File: src/rtl/uartrf_pkg.sv
// ----------------------------------------------------------------------------
// UART register file package
// Shared types, register offsets and status codes of the UART register file.
// ----------------------------------------------------------------------------
package uartrf_pkg;

  typedef enum logic [1:0] {
    REQ_READ  = 2'd0,
    REQ_WRITE = 2'd1,
    REQ_RX    = 2'd2,
    REQ_NONE  = 2'd3
  } req_type_e;

  typedef enum logic [1:0] {
    SIZE_BYTE = 2'd0,
    SIZE_HALF = 2'd1,
    SIZE_WORD = 2'd2,
    SIZE_RSVD = 2'd3
  } access_size_e;

  typedef enum logic [2:0] {
    ST_OK        = 3'd0,
    ST_EMPTY_RBR = 3'd1,
    ST_IER_UPPER = 3'd2,
    ST_FIFO      = 3'd3,
    ST_UNMAPPED  = 3'd4
  } status_e;

  // Register offsets.
  localparam logic [15:0] ADDR_RBR_THR = 16'h0000;
  localparam logic [15:0] ADDR_IER     = 16'h0004;
  localparam logic [15:0] ADDR_IIR_FCR = 16'h0008;
  localparam logic [15:0] ADDR_LCR     = 16'h000C;
  localparam logic [15:0] ADDR_MCR     = 16'h0010;
  localparam logic [15:0] ADDR_LSR     = 16'h0014;

  localparam int unsigned DLAB_BIT     = 7;
  localparam logic [7:0]  LSR_BASE     = 8'h60;
  localparam logic [7:0]  IER_BAD_BITS = 8'hF0;
  localparam logic [7:0]  FCR_OK_BITS  = 8'h06;

  // Interrupt identification values.
  localparam logic [7:0]  IIR_RX       = 8'd4;
  localparam logic [7:0]  IIR_TX       = 8'd2;
  localparam logic [7:0]  IIR_NONE     = 8'd1;

  typedef struct packed {
    logic [1:0]  req_type;
    logic [15:0] reg_addr;
    logic [1:0]  access_size;
    logic [7:0]  write_data;
    logic [7:0]  rx_byte;
  } req_t;

  typedef struct packed {
    logic [7:0] read_data;
    logic       tx_valid;
    logic [7:0] tx_byte;
    logic       irq;
    logic [2:0] status;
  } rsp_t;

endpackage

File: src/rtl/uartrf_if.sv
// ----------------------------------------------------------------------------
// UART register file channel interfaces
// Request and response channels with a valid/ready handshake.
// ----------------------------------------------------------------------------
interface uartrf_req_if;
  logic        valid;
  logic        ready;
  logic [1:0]  req_type;
  logic [15:0] reg_addr;
  logic [1:0]  access_size;
  logic [7:0]  write_data;
  logic [7:0]  rx_byte;

  modport source (output valid, req_type, reg_addr, access_size, write_data, rx_byte,
                  input ready);
  modport sink   (input valid, req_type, reg_addr, access_size, write_data, rx_byte,
                  output ready);
endinterface

interface uartrf_rsp_if;
  logic       valid;
  logic       ready;
  logic [7:0] read_data;
  logic       tx_valid;
  logic [7:0] tx_byte;
  logic       irq;
  logic [2:0] status;

  modport source (output valid, read_data, tx_valid, tx_byte, irq, status,
                  input ready);
  modport sink   (input valid, read_data, tx_valid, tx_byte, irq, status,
                  output ready);
endinterface

File: src/rtl/uart_register_file_top.sv
// ----------------------------------------------------------------------------
// UART register file
// 16550-style register model: bus reads, bus writes and line bytes in, one
// result per transaction out.
// ----------------------------------------------------------------------------
//
//   Channel | Dir | Handshake     | Payload
//   --------+-----+---------------+--------------------------------------------
//   req_i   | in  | valid/ready   | req_type, reg_addr, access_size,
//           |     |               | write_data, rx_byte
//   rsp_o   | out | valid/ready   | read_data, tx_valid, tx_byte, irq, status
//
// A request is captured in an input register and resolved when it moves into
// the result register, which it cannot do while that register holds a stalled
// result. One transaction per cycle is sustained while rsp_o is ready.
// The input register refills in the same cycle it drains, so a stalled result
// holds back at most the one request behind it.
// Reset clears all UART registers and both stage valid bits.
//
module uart_register_file_top (
  input  logic                clk_i,
  input  logic                rst_ni,
  uartrf_req_if.sink          req_i,
  uartrf_rsp_if.source        rsp_o
);

  logic               in_vld_q;
  uartrf_pkg::req_t   in_q;
  logic               out_vld_q;
  uartrf_pkg::rsp_t   out_q;
  uartrf_pkg::rsp_t   core_rsp;
  logic               move;

  assign move        = in_vld_q && (!out_vld_q || rsp_o.ready);
  assign req_i.ready = !in_vld_q || move;

  always_ff @(posedge clk_i or negedge rst_ni) begin
    if (!rst_ni) begin
      in_vld_q <= 1'b0;
    end else if (req_i.ready) begin
      in_vld_q <= req_i.valid;
    end
  end

  always_ff @(posedge clk_i) begin
    if (req_i.valid && req_i.ready) begin
      in_q <= '{req_type:    req_i.req_type,
                reg_addr:    req_i.reg_addr,
                access_size: req_i.access_size,
                write_data:  req_i.write_data,
                rx_byte:     req_i.rx_byte};
    end
  end

  uartrf_core u_core (
    .clk_i  (clk_i),
    .rst_ni (rst_ni),
    .en_i   (move),
    .req_i  (in_q),
    .rsp_o  (core_rsp)
  );

  always_ff @(posedge clk_i or negedge rst_ni) begin
    if (!rst_ni) begin
      out_vld_q <= 1'b0;
    end else if (move) begin
      out_vld_q <= 1'b1;
    end else if (rsp_o.ready) begin
      out_vld_q <= 1'b0;
    end
  end

  always_ff @(posedge clk_i) begin
    if (move) begin
      out_q <= core_rsp;
    end
  end

  assign rsp_o.valid     = out_vld_q;
  assign rsp_o.read_data = out_q.read_data;
  assign rsp_o.tx_valid  = out_q.tx_valid;
  assign rsp_o.tx_byte   = out_q.tx_byte;
  assign rsp_o.irq       = out_q.irq;
  assign rsp_o.status    = out_q.status;

  // A transmitted byte always comes from a clean THR write and raises the interrupt.
  assert property (@(posedge clk_i) disable iff (!rst_ni)
    out_vld_q && out_q.tx_valid |-> out_q.status == uartrf_pkg::ST_OK && out_q.irq)
    else $error("transmit result with bad status or no interrupt");

  // Unmapped accesses return no data and send nothing.
  assert property (@(posedge clk_i) disable iff (!rst_ni)
    out_vld_q && out_q.status == uartrf_pkg::ST_UNMAPPED |->
      out_q.read_data == '0 && !out_q.tx_valid)
    else $error("unmapped access produced data");

  // A received line byte always leaves the interrupt asserted.
  assert property (@(posedge clk_i) disable iff (!rst_ni)
    move && in_q.req_type == uartrf_pkg::REQ_RX |=> out_vld_q && out_q.irq)
    else $error("line byte did not raise the interrupt");

  // The result valid bit only rises through a move.
  assert property (@(posedge clk_i) disable iff (!rst_ni)
    !out_vld_q && !move |=> !out_vld_q)
    else $error("result appeared without a transaction");

endmodule

File: src/rtl/uartrf_core.sv
// ----------------------------------------------------------------------------
// UART register file core
// Register state and the decode that turns one transaction into its result.
// ----------------------------------------------------------------------------
module uartrf_core (
  input  logic               clk_i,
  input  logic               rst_ni,
  input  logic               en_i,
  input  uartrf_pkg::req_t   req_i,
  output uartrf_pkg::rsp_t   rsp_o
);

  logic [7:0] rx_data_q, rx_data_d;
  logic       rx_full_q, rx_full_d;
  logic       tx_pend_q, tx_pend_d;
  logic [7:0] dll_q, dll_d;
  logic [7:0] dlm_q, dlm_d;
  logic [7:0] ier_q, ier_d;
  logic [7:0] lcr_q, lcr_d;

  logic       dlab;
  logic [7:0] rd;
  logic       txv;
  logic [7:0] txb;
  uartrf_pkg::status_e st;

  assign dlab = lcr_q[uartrf_pkg::DLAB_BIT];

  always_comb begin
    rx_data_d = rx_data_q;
    rx_full_d = rx_full_q;
    tx_pend_d = tx_pend_q;
    dll_d     = dll_q;
    dlm_d     = dlm_q;
    ier_d     = ier_q;
    lcr_d     = lcr_q;
    rd        = '0;
    txv       = 1'b0;
    txb       = '0;
    st        = uartrf_pkg::ST_OK;

    unique case (uartrf_pkg::req_type_e'(req_i.req_type))
      uartrf_pkg::REQ_READ: begin
        if (req_i.access_size == uartrf_pkg::SIZE_BYTE ||
            req_i.access_size == uartrf_pkg::SIZE_WORD) begin
          unique case (req_i.reg_addr)
            uartrf_pkg::ADDR_RBR_THR: begin
              if (dlab) begin
                rd = dll_q;
              end else begin
                rd        = rx_data_q;
                rx_full_d = 1'b0;
                st        = rx_full_q ? uartrf_pkg::ST_OK : uartrf_pkg::ST_EMPTY_RBR;
              end
            end
            uartrf_pkg::ADDR_IER: begin
              rd = dlab ? dlm_q : ier_q;
            end
            uartrf_pkg::ADDR_IIR_FCR: begin
              if (rx_full_q) begin
                rd = uartrf_pkg::IIR_RX;
              end else if (tx_pend_q) begin
                rd        = uartrf_pkg::IIR_TX;
                tx_pend_d = 1'b0;
              end else begin
                rd = uartrf_pkg::IIR_NONE;
              end
            end
            uartrf_pkg::ADDR_LCR: begin
              rd = lcr_q;
            end
            uartrf_pkg::ADDR_LSR: begin
              rd = uartrf_pkg::LSR_BASE | {7'd0, rx_full_q};
            end
            default: begin
              st = uartrf_pkg::ST_UNMAPPED;
            end
          endcase
        end else begin
          st = uartrf_pkg::ST_UNMAPPED;
        end
      end
      uartrf_pkg::REQ_WRITE: begin
        if (req_i.access_size == uartrf_pkg::SIZE_BYTE) begin
          unique case (req_i.reg_addr)
            uartrf_pkg::ADDR_RBR_THR: begin
              if (dlab) begin
                dll_d = req_i.write_data;
              end else begin
                txv       = 1'b1;
                txb       = req_i.write_data;
                tx_pend_d = 1'b1;
              end
            end
            uartrf_pkg::ADDR_IER: begin
              if (dlab) begin
                dlm_d = req_i.write_data;
              end else begin
                ier_d = req_i.write_data;
                if ((req_i.write_data & uartrf_pkg::IER_BAD_BITS) != '0) begin
                  st = uartrf_pkg::ST_IER_UPPER;
                end
              end
            end
            uartrf_pkg::ADDR_IIR_FCR: begin
              // Only the FIFO reset bits are tolerated; anything else asks for FIFOs.
              if ((req_i.write_data & ~uartrf_pkg::FCR_OK_BITS) != '0) begin
                st = uartrf_pkg::ST_FIFO;
              end
            end
            uartrf_pkg::ADDR_LCR: begin
              lcr_d = req_i.write_data;
            end
            uartrf_pkg::ADDR_MCR: begin
              st = uartrf_pkg::ST_OK;
            end
            default: begin
              st = uartrf_pkg::ST_UNMAPPED;
            end
          endcase
        end else begin
          st = uartrf_pkg::ST_UNMAPPED;
        end
      end
      uartrf_pkg::REQ_RX: begin
        rx_data_d = req_i.rx_byte;
        rx_full_d = 1'b1;
      end
      default: begin
        st = uartrf_pkg::ST_UNMAPPED;
      end
    endcase
  end

  assign rsp_o.read_data = rd;
  assign rsp_o.tx_valid  = txv;
  assign rsp_o.tx_byte   = txb;
  assign rsp_o.irq       = rx_full_d | tx_pend_d;
  assign rsp_o.status    = st;

  always_ff @(posedge clk_i or negedge rst_ni) begin
    if (!rst_ni) begin
      rx_data_q <= '0;
      rx_full_q <= 1'b0;
      tx_pend_q <= 1'b0;
      dll_q     <= '0;
      dlm_q     <= '0;
      ier_q     <= '0;
      lcr_q     <= '0;
    end else if (en_i) begin
      rx_data_q <= rx_data_d;
      rx_full_q <= rx_full_d;
      tx_pend_q <= tx_pend_d;
      dll_q     <= dll_d;
      dlm_q     <= dlm_d;
      ier_q     <= ier_d;
      lcr_q     <= lcr_d;
    end
  end

endmodule

File: src/flat_wrapper.sv
// flat-port wrapper written by rule: the top's interface ports become plain ports
module uart_register_file_top_flat 
  (clk_i, rst_ni, req_i_valid, req_i_req_type, req_i_reg_addr, req_i_access_size, req_i_write_data, req_i_rx_byte, req_i_ready, rsp_o_valid, rsp_o_read_data, rsp_o_tx_valid, rsp_o_tx_byte, rsp_o_irq, rsp_o_status, rsp_o_ready);
  uartrf_req_if req_i_i ();
  uartrf_rsp_if rsp_o_i ();
  input  logic clk_i;
  input  logic rst_ni;
  input wire logic [$bits(req_i_i.valid)-1:0] req_i_valid;
  input wire logic [$bits(req_i_i.req_type)-1:0] req_i_req_type;
  input wire logic [$bits(req_i_i.reg_addr)-1:0] req_i_reg_addr;
  input wire logic [$bits(req_i_i.access_size)-1:0] req_i_access_size;
  input wire logic [$bits(req_i_i.write_data)-1:0] req_i_write_data;
  input wire logic [$bits(req_i_i.rx_byte)-1:0] req_i_rx_byte;
  output wire logic [$bits(req_i_i.ready)-1:0] req_i_ready;
  output wire logic [$bits(rsp_o_i.valid)-1:0] rsp_o_valid;
  output wire logic [$bits(rsp_o_i.read_data)-1:0] rsp_o_read_data;
  output wire logic [$bits(rsp_o_i.tx_valid)-1:0] rsp_o_tx_valid;
  output wire logic [$bits(rsp_o_i.tx_byte)-1:0] rsp_o_tx_byte;
  output wire logic [$bits(rsp_o_i.irq)-1:0] rsp_o_irq;
  output wire logic [$bits(rsp_o_i.status)-1:0] rsp_o_status;
  input wire logic [$bits(rsp_o_i.ready)-1:0] rsp_o_ready;
  assign req_i_i.valid = req_i_valid;
  assign req_i_i.req_type = req_i_req_type;
  assign req_i_i.reg_addr = req_i_reg_addr;
  assign req_i_i.access_size = req_i_access_size;
  assign req_i_i.write_data = req_i_write_data;
  assign req_i_i.rx_byte = req_i_rx_byte;
  assign req_i_ready = req_i_i.ready;
  assign rsp_o_valid = rsp_o_i.valid;
  assign rsp_o_read_data = rsp_o_i.read_data;
  assign rsp_o_tx_valid = rsp_o_i.tx_valid;
  assign rsp_o_tx_byte = rsp_o_i.tx_byte;
  assign rsp_o_irq = rsp_o_i.irq;
  assign rsp_o_status = rsp_o_i.status;
  assign rsp_o_i.ready = rsp_o_ready;
  uart_register_file_top u_core (.clk_i(clk_i), .rst_ni(rst_ni), .req_i(req_i_i), .rsp_o(rsp_o_i));
endmodule
File: config.mk
export PLATFORM = sky130hd
export DESIGN_NAME = uart_register_file_top_flat
export DESIGN_NICKNAME = d
export VERILOG_FILES = /design/src/rtl/uartrf_pkg.sv /design/src/rtl/uartrf_if.sv /design/src/rtl/uart_register_file_top.sv /design/src/rtl/uartrf_core.sv /design/src/flat_wrapper.sv
export SDC_FILE = /design/constraint.sdc
export NUM_CORES = 1
export LEC_CHECK = 0
export BUFFER_PORTS_ARGS = -buffer_cell sky130_fd_sc_hd__buf_2
export CAP_MARGIN = 20
export CELL_PAD_IN_SITES_DETAIL_PLACEMENT = 0
export CELL_PAD_IN_SITES_GLOBAL_PLACEMENT = 1
export CORE_MARGIN = 1
export CORE_UTILIZATION = 31
export CTS_CLUSTER_DIAMETER = 100
export DETAILED_ROUTE_END_ITERATION = 16
export HOLD_SLACK_MARGIN = 0.15
export MAX_ROUTING_LAYER = met4
export PLACE_DENSITY = 0.58
export SYNTH_ARGS = -nofsm -noshare
export SYNTH_HDL_FRONTEND = slang
export SYNTH_SLANG_ARGS = --single-unit
File: constraint.sdc
create_clock -name clk_i -period 2.3 [get_ports clk_i]
set_input_delay 0.46 -clock clk_i [delete_from_list [all_inputs] [get_ports clk_i]]
set_output_delay 0.46 -clock clk_i [all_outputs]
set_load 0.1 [all_outputs]
==> summary by stage <==
Yosys
Yosys printed 0 warnings. After synthesis the cells add up to 4140 sq um. The number of synthesized register bits is around 100. The most used flip-flop cell after synthesis is edfxtp_1. The share of the synthesized area in compound gates (AO/OA/AOI/OAI) is 0.0371. Summed over all instances, the cell type with the most area after synthesis is edfxtp_1.

The sequential element share of the synthesized area is 0.679. The share of the synthesized netlist area taken by xor and xnor gates is 0. After synthesis, the mean cell area works out to about 16 sq um. The area fraction of the dominant cell type after synthesis is 0.413.

The number of nets handed over by synthesis was about 310. By area, the combinational part of the netlist is dominated by multiplexers. By area the synthesized netlist is led by edfxtp_1 41%, dfrtp_1 27%, mux2_2 11%, mux4_2 3.3%, and2_1 1.5%. The synthesized-area fraction occupied by adder cells is 0.

In the synthesized netlist the async set-or-reset flop fraction comes to 0.436. By count the netlist is led by 57 x edfxtp_1, 44 x dfrtp_1, 40 x mux2_2. The portion of synthesized area spent on multiplexers is 0.153.

In the synthesized netlist, the number of instances is around 270. Among all cell types in the netlist, the one instantiated most often is edfxtp_1. Of the total synthesized cell area, the portion taken by AND, OR, NAND and NOR gates is 0.112. In this run, distinct cell masters in the synthesized netlist total 43.

Counting flops with a built-in enable in the synthesized netlist gives 57.

Critical path
The largest fanout on the critical path is 10. The master of the slowest instance on the critical path is or4_1. For the worst setup path, the data required time is 2.38 ns. The endpoint of the most critical register-to-register path is u_core.rsp_o.irq. The number of cells on the worst reg-to-reg path is 5. STA puts the critical path data arrival time at about 2.3 ns. The worst reg2reg path startpoint is u_core.in_q[25]. The kind of cell with the highest combined delay on the critical path is simple AND/OR/NAND/NOR gates. The reg2reg setup slack is 0.10 ns. Walking the worst path, the cells encountered are nor4_4, nand4_1, buf_6, o41a_1, or4_1.

The worst setup path is launched from a flop. The critical path buffer and inverter count is 1. By startpoint and endpoint, the worst setup path is classified as flop to flop.

For this run, the slowest stage of the critical path takes about 0.49 ns. The endpoint kind of the worst setup timing path is a flop.

Drt
The via count of the routed design is 2473. After detailed routing, the met2 layer carries 4220 um of wire. After detailed routing, the met3 layer carries 348 um of wire.

Once detail routing completed, the nets flagged for antenna violations numbered 0. The routed length on met1 is approximately 4000 um. The detailed router's first-iteration violation count is 153. Summed over all layers, the routed wires come to 8720 um. The number of vias per cell is ~4.7.

The number of optimization iterations in the first detailed-route pass is 4. The final routed wire length divided by cell count is between 15 and 20 um. The highest routing layer actually used is met4. In the routed design, unresolved DRC markers number 0.

Pwr
The internal power is slightly below 3000 uW. The share of total power in sequential cells is 0.533. Of the total power, the clock network draws 0.354. The total power density per cell area is ~770 nW/um^2. IR analysis of the VDD net gives a maximum drop of ~0.36 mV. The combinational share of power is 0.113. The switching share of power is 0.259.

In this run the power spent charging and discharging nets is between 1000 and 1500 uW. The analysis attributes to cell leakage a power of between 0.002 and 0.0025 uW.

Global routing
The initial antenna violation count is 0. The total routing resource utilization after global routing is 0.139. The number of global-route vias before repair was 2516. Global routing finished with a remaining overflow of 0. Entering global routing, the biggest net connects 37 pins. The first global-routing pass estimated 13900 um of wire.

Floorplanning
The horizontal die dimension is ~120 um. The top-level port count is 63. The initial utilization of the core area, before any placement, comes to 0.323. The floorplan step defined a die boundary enclosing 13800 sq um.

The die is 118 um tall. The core region is around 13000 sq um. After floorplanning, the core was divided into 41 placement rows.

Placed design
The cell area after placement is 4790 sq um. The number of placed instances, taps included, is slightly above 500. The count of input and output buffers is between 60 and 70.

The final RePlAce weighted congestion is approximately 0.76. Timing analysis after detailed placement gives a worst setup slack of slightly below 0.05 ns. After legalization and detailed placement, the total HPWL measured ~6100 um.

Finish
The area growth from synthesis to layout is 23.2%. Measured on the finished design, the core utilization comes to 0.398. The antenna diode count is 0. Of the cells placed in the final design, the portion with a size suffix greater than 1 is 0.431.

The total number of nets in the final design is roughly 390. The summed area of non-filler cells in the final layout is about 5100 sq um. The number of fill cells in the layout is roughly 1200. The final standard cell count with taps included and fillers excluded is roughly 530.

CTS
The number of sinks handled by clock tree synthesis is ~100. The number of clock buffers added by TritonCTS is 9. The clock reaches the later pin of the worst-skew pair after between 0.3 and 0.4 ns. The maximum number of buffers from clock root to sink is 2.

The library cell used as clock root buffer is clkbuf_16. TritonCTS built the clock tree. The H-tree was split into 3 levels.

The number of buffers inserted by hold repair at cts is 0. Clock-pin slew was measured on the worst setup and hold paths at ~0.07 ns.

STA
The smallest clock period supported by the final layout is computed as around 2.2 ns. The final setup violation count is 0. Setup repair after global routing left no endpoint under its margin. For the pin with the worst max-slew slack, the measured transition is around 0.79 ns. The setup slack after layout is 0.103 ns.

The final number of hold-violating endpoints is 0. The final clock skew is slightly below 0.008 ns. The worst max-slew margin expressed relative to the limit is 0.470. The count of pins over their slew limit is 0. The achievable frequency is 455 MHz. In the final timing run, aggregate negative setup slack is 0 ns. The period utilization is 0.955.

Min path
The worst hold path belongs to the class input pin to async pin.

Outcome
The flow ran to the end, and the final reports show no timing, DRC or antenna violations.

Flow run
The reported max-cap violation count is 0.
worst reg2reg max path, cell delays in order, from the launching register on:
cell and delay [ns]:
edfxtp_1 0.42, nor4_4 0.31, nand4_1 0.15, buf_6 0.17, o41a_1 0.40, or4_1 0.49
worst max path at each step:
stage	startpoint	to	slack (ns)	depth (start not counted)
2_1_floorplan	u_core.rsp_o.valid	u_core.in_q[0]	-0.06	2
3_3_place_gp	u_core.in_q[19]	u_core.rsp_o.irq	0.10	5
3_5_place_dp	u_core.in_q[19]	u_core.rsp_o.irq	0.05	5
4_1_cts	u_core.in_q[19]	u_core.rsp_o.irq	0.04	5
5_1_grt	u_core.in_q[25]	u_core.rsp_o.irq	0.008	5
6_report	u_core.in_q[25]	u_core.rsp_o.irq	0.10	5
per-stage QoR:
stage          total power [uW]  hold slack (ns)
2_1_floorplan              2430            0.164
3_3_place_gp               2570            0.465
3_5_place_dp               2580            0.465
4_1_cts                    3980            0.224
5_1_grt                    4080            0.254
6_report                   3930            0.196
routing by layer:
| metal | up-vias | GRT usage |
|---|---|---|
| li1 | 1175 | - |
| met1 | 1239 | 0.168 |
| met2 | 48 | 0.225 |
| met3 | 11 | 0.0378 |
| met4 | 0 | 0.0473 |
| met5 | - | - |
cells by family (layout without fill, tap and decap cells):
group                  count (synthesis)  after routing
AOI/OAI and AO/OA                     24             24
buffers and inverters                 17            109
muxes                                 51             51
and+or+nand+nor                       72             72
DFF                                  101            101
final cells by class:
cell class	instances	area, sq um	share of cell area
Multi-Input combinational cell	147	1260	0.248
Sequential cell	101	2820	0.552
Clock buffer	11	233	0.0456
Clock inverter	5	35.0	0.00686
Inverter	5	18.8	0.00368
Timing Repair Buffer	88	522	0.102
Tap cell	172	215	0.0422
what timing repair did:
item	4_1_cts	5_1_grt
endpoints found under the setup margin	0	7
resized for setup	0	2
setup buffers	0	4
power by group through the flow:
stage,clock network (uW),registers [uW],logic [uW]
after detailed placement,0,2130,450
after CTS,1430,2090,450
after floorplan,0,2270,156
final,1390,2090,444
after global routing,1500,2110,472
after global placement,0,2130,446
sequential cells by signal, summed over array words and instances, names as in the netlist:
signal                   count
u_core.u_core.rx_full_q      1
u_core.u_core.lcr_q          8
u_core.rsp_o.irq             1
u_core.rsp_o.tx_valid        1
u_core.rsp_o.tx_byte         8
u_core.u_core.rx_data_q      8
u_core.u_core.dll_q          8
u_core.u_core.tx_pend_q      1
u_core.rsp_o.status          3
u_core.rsp_o.read_data       8
u_core.in_q                 36
u_core.rsp_o.valid           1
u_core.in_vld_q              1
u_core.u_core.ier_q          8
u_core.u_core.dlm_q          8
layout by cell type, fill, tap and decap left out, types with 2 or more instances in the layout:
cell type and instances:
nand2_1 9, o21ai_0 6, and2_1 9, nor2_1 9, nor4_1 3, buf_4 24, a21oi_1 6, nand4_1 2
nor4_4 2, dfrtp_1 43, nand3_1 3, mux2_2 40, inv_1 5, clkbuf_1 2, or4_1 5, o22ai_1 2
inv_4 2, nand2b_1 10, buf_2 62, clkbuf_16 9, nor3_1 5, mux4_2 6, edfxtp_1 57, nor2b_1 4
a31oi_1 2, mux2i_1 5
Power figures use the tool's default switching activity.
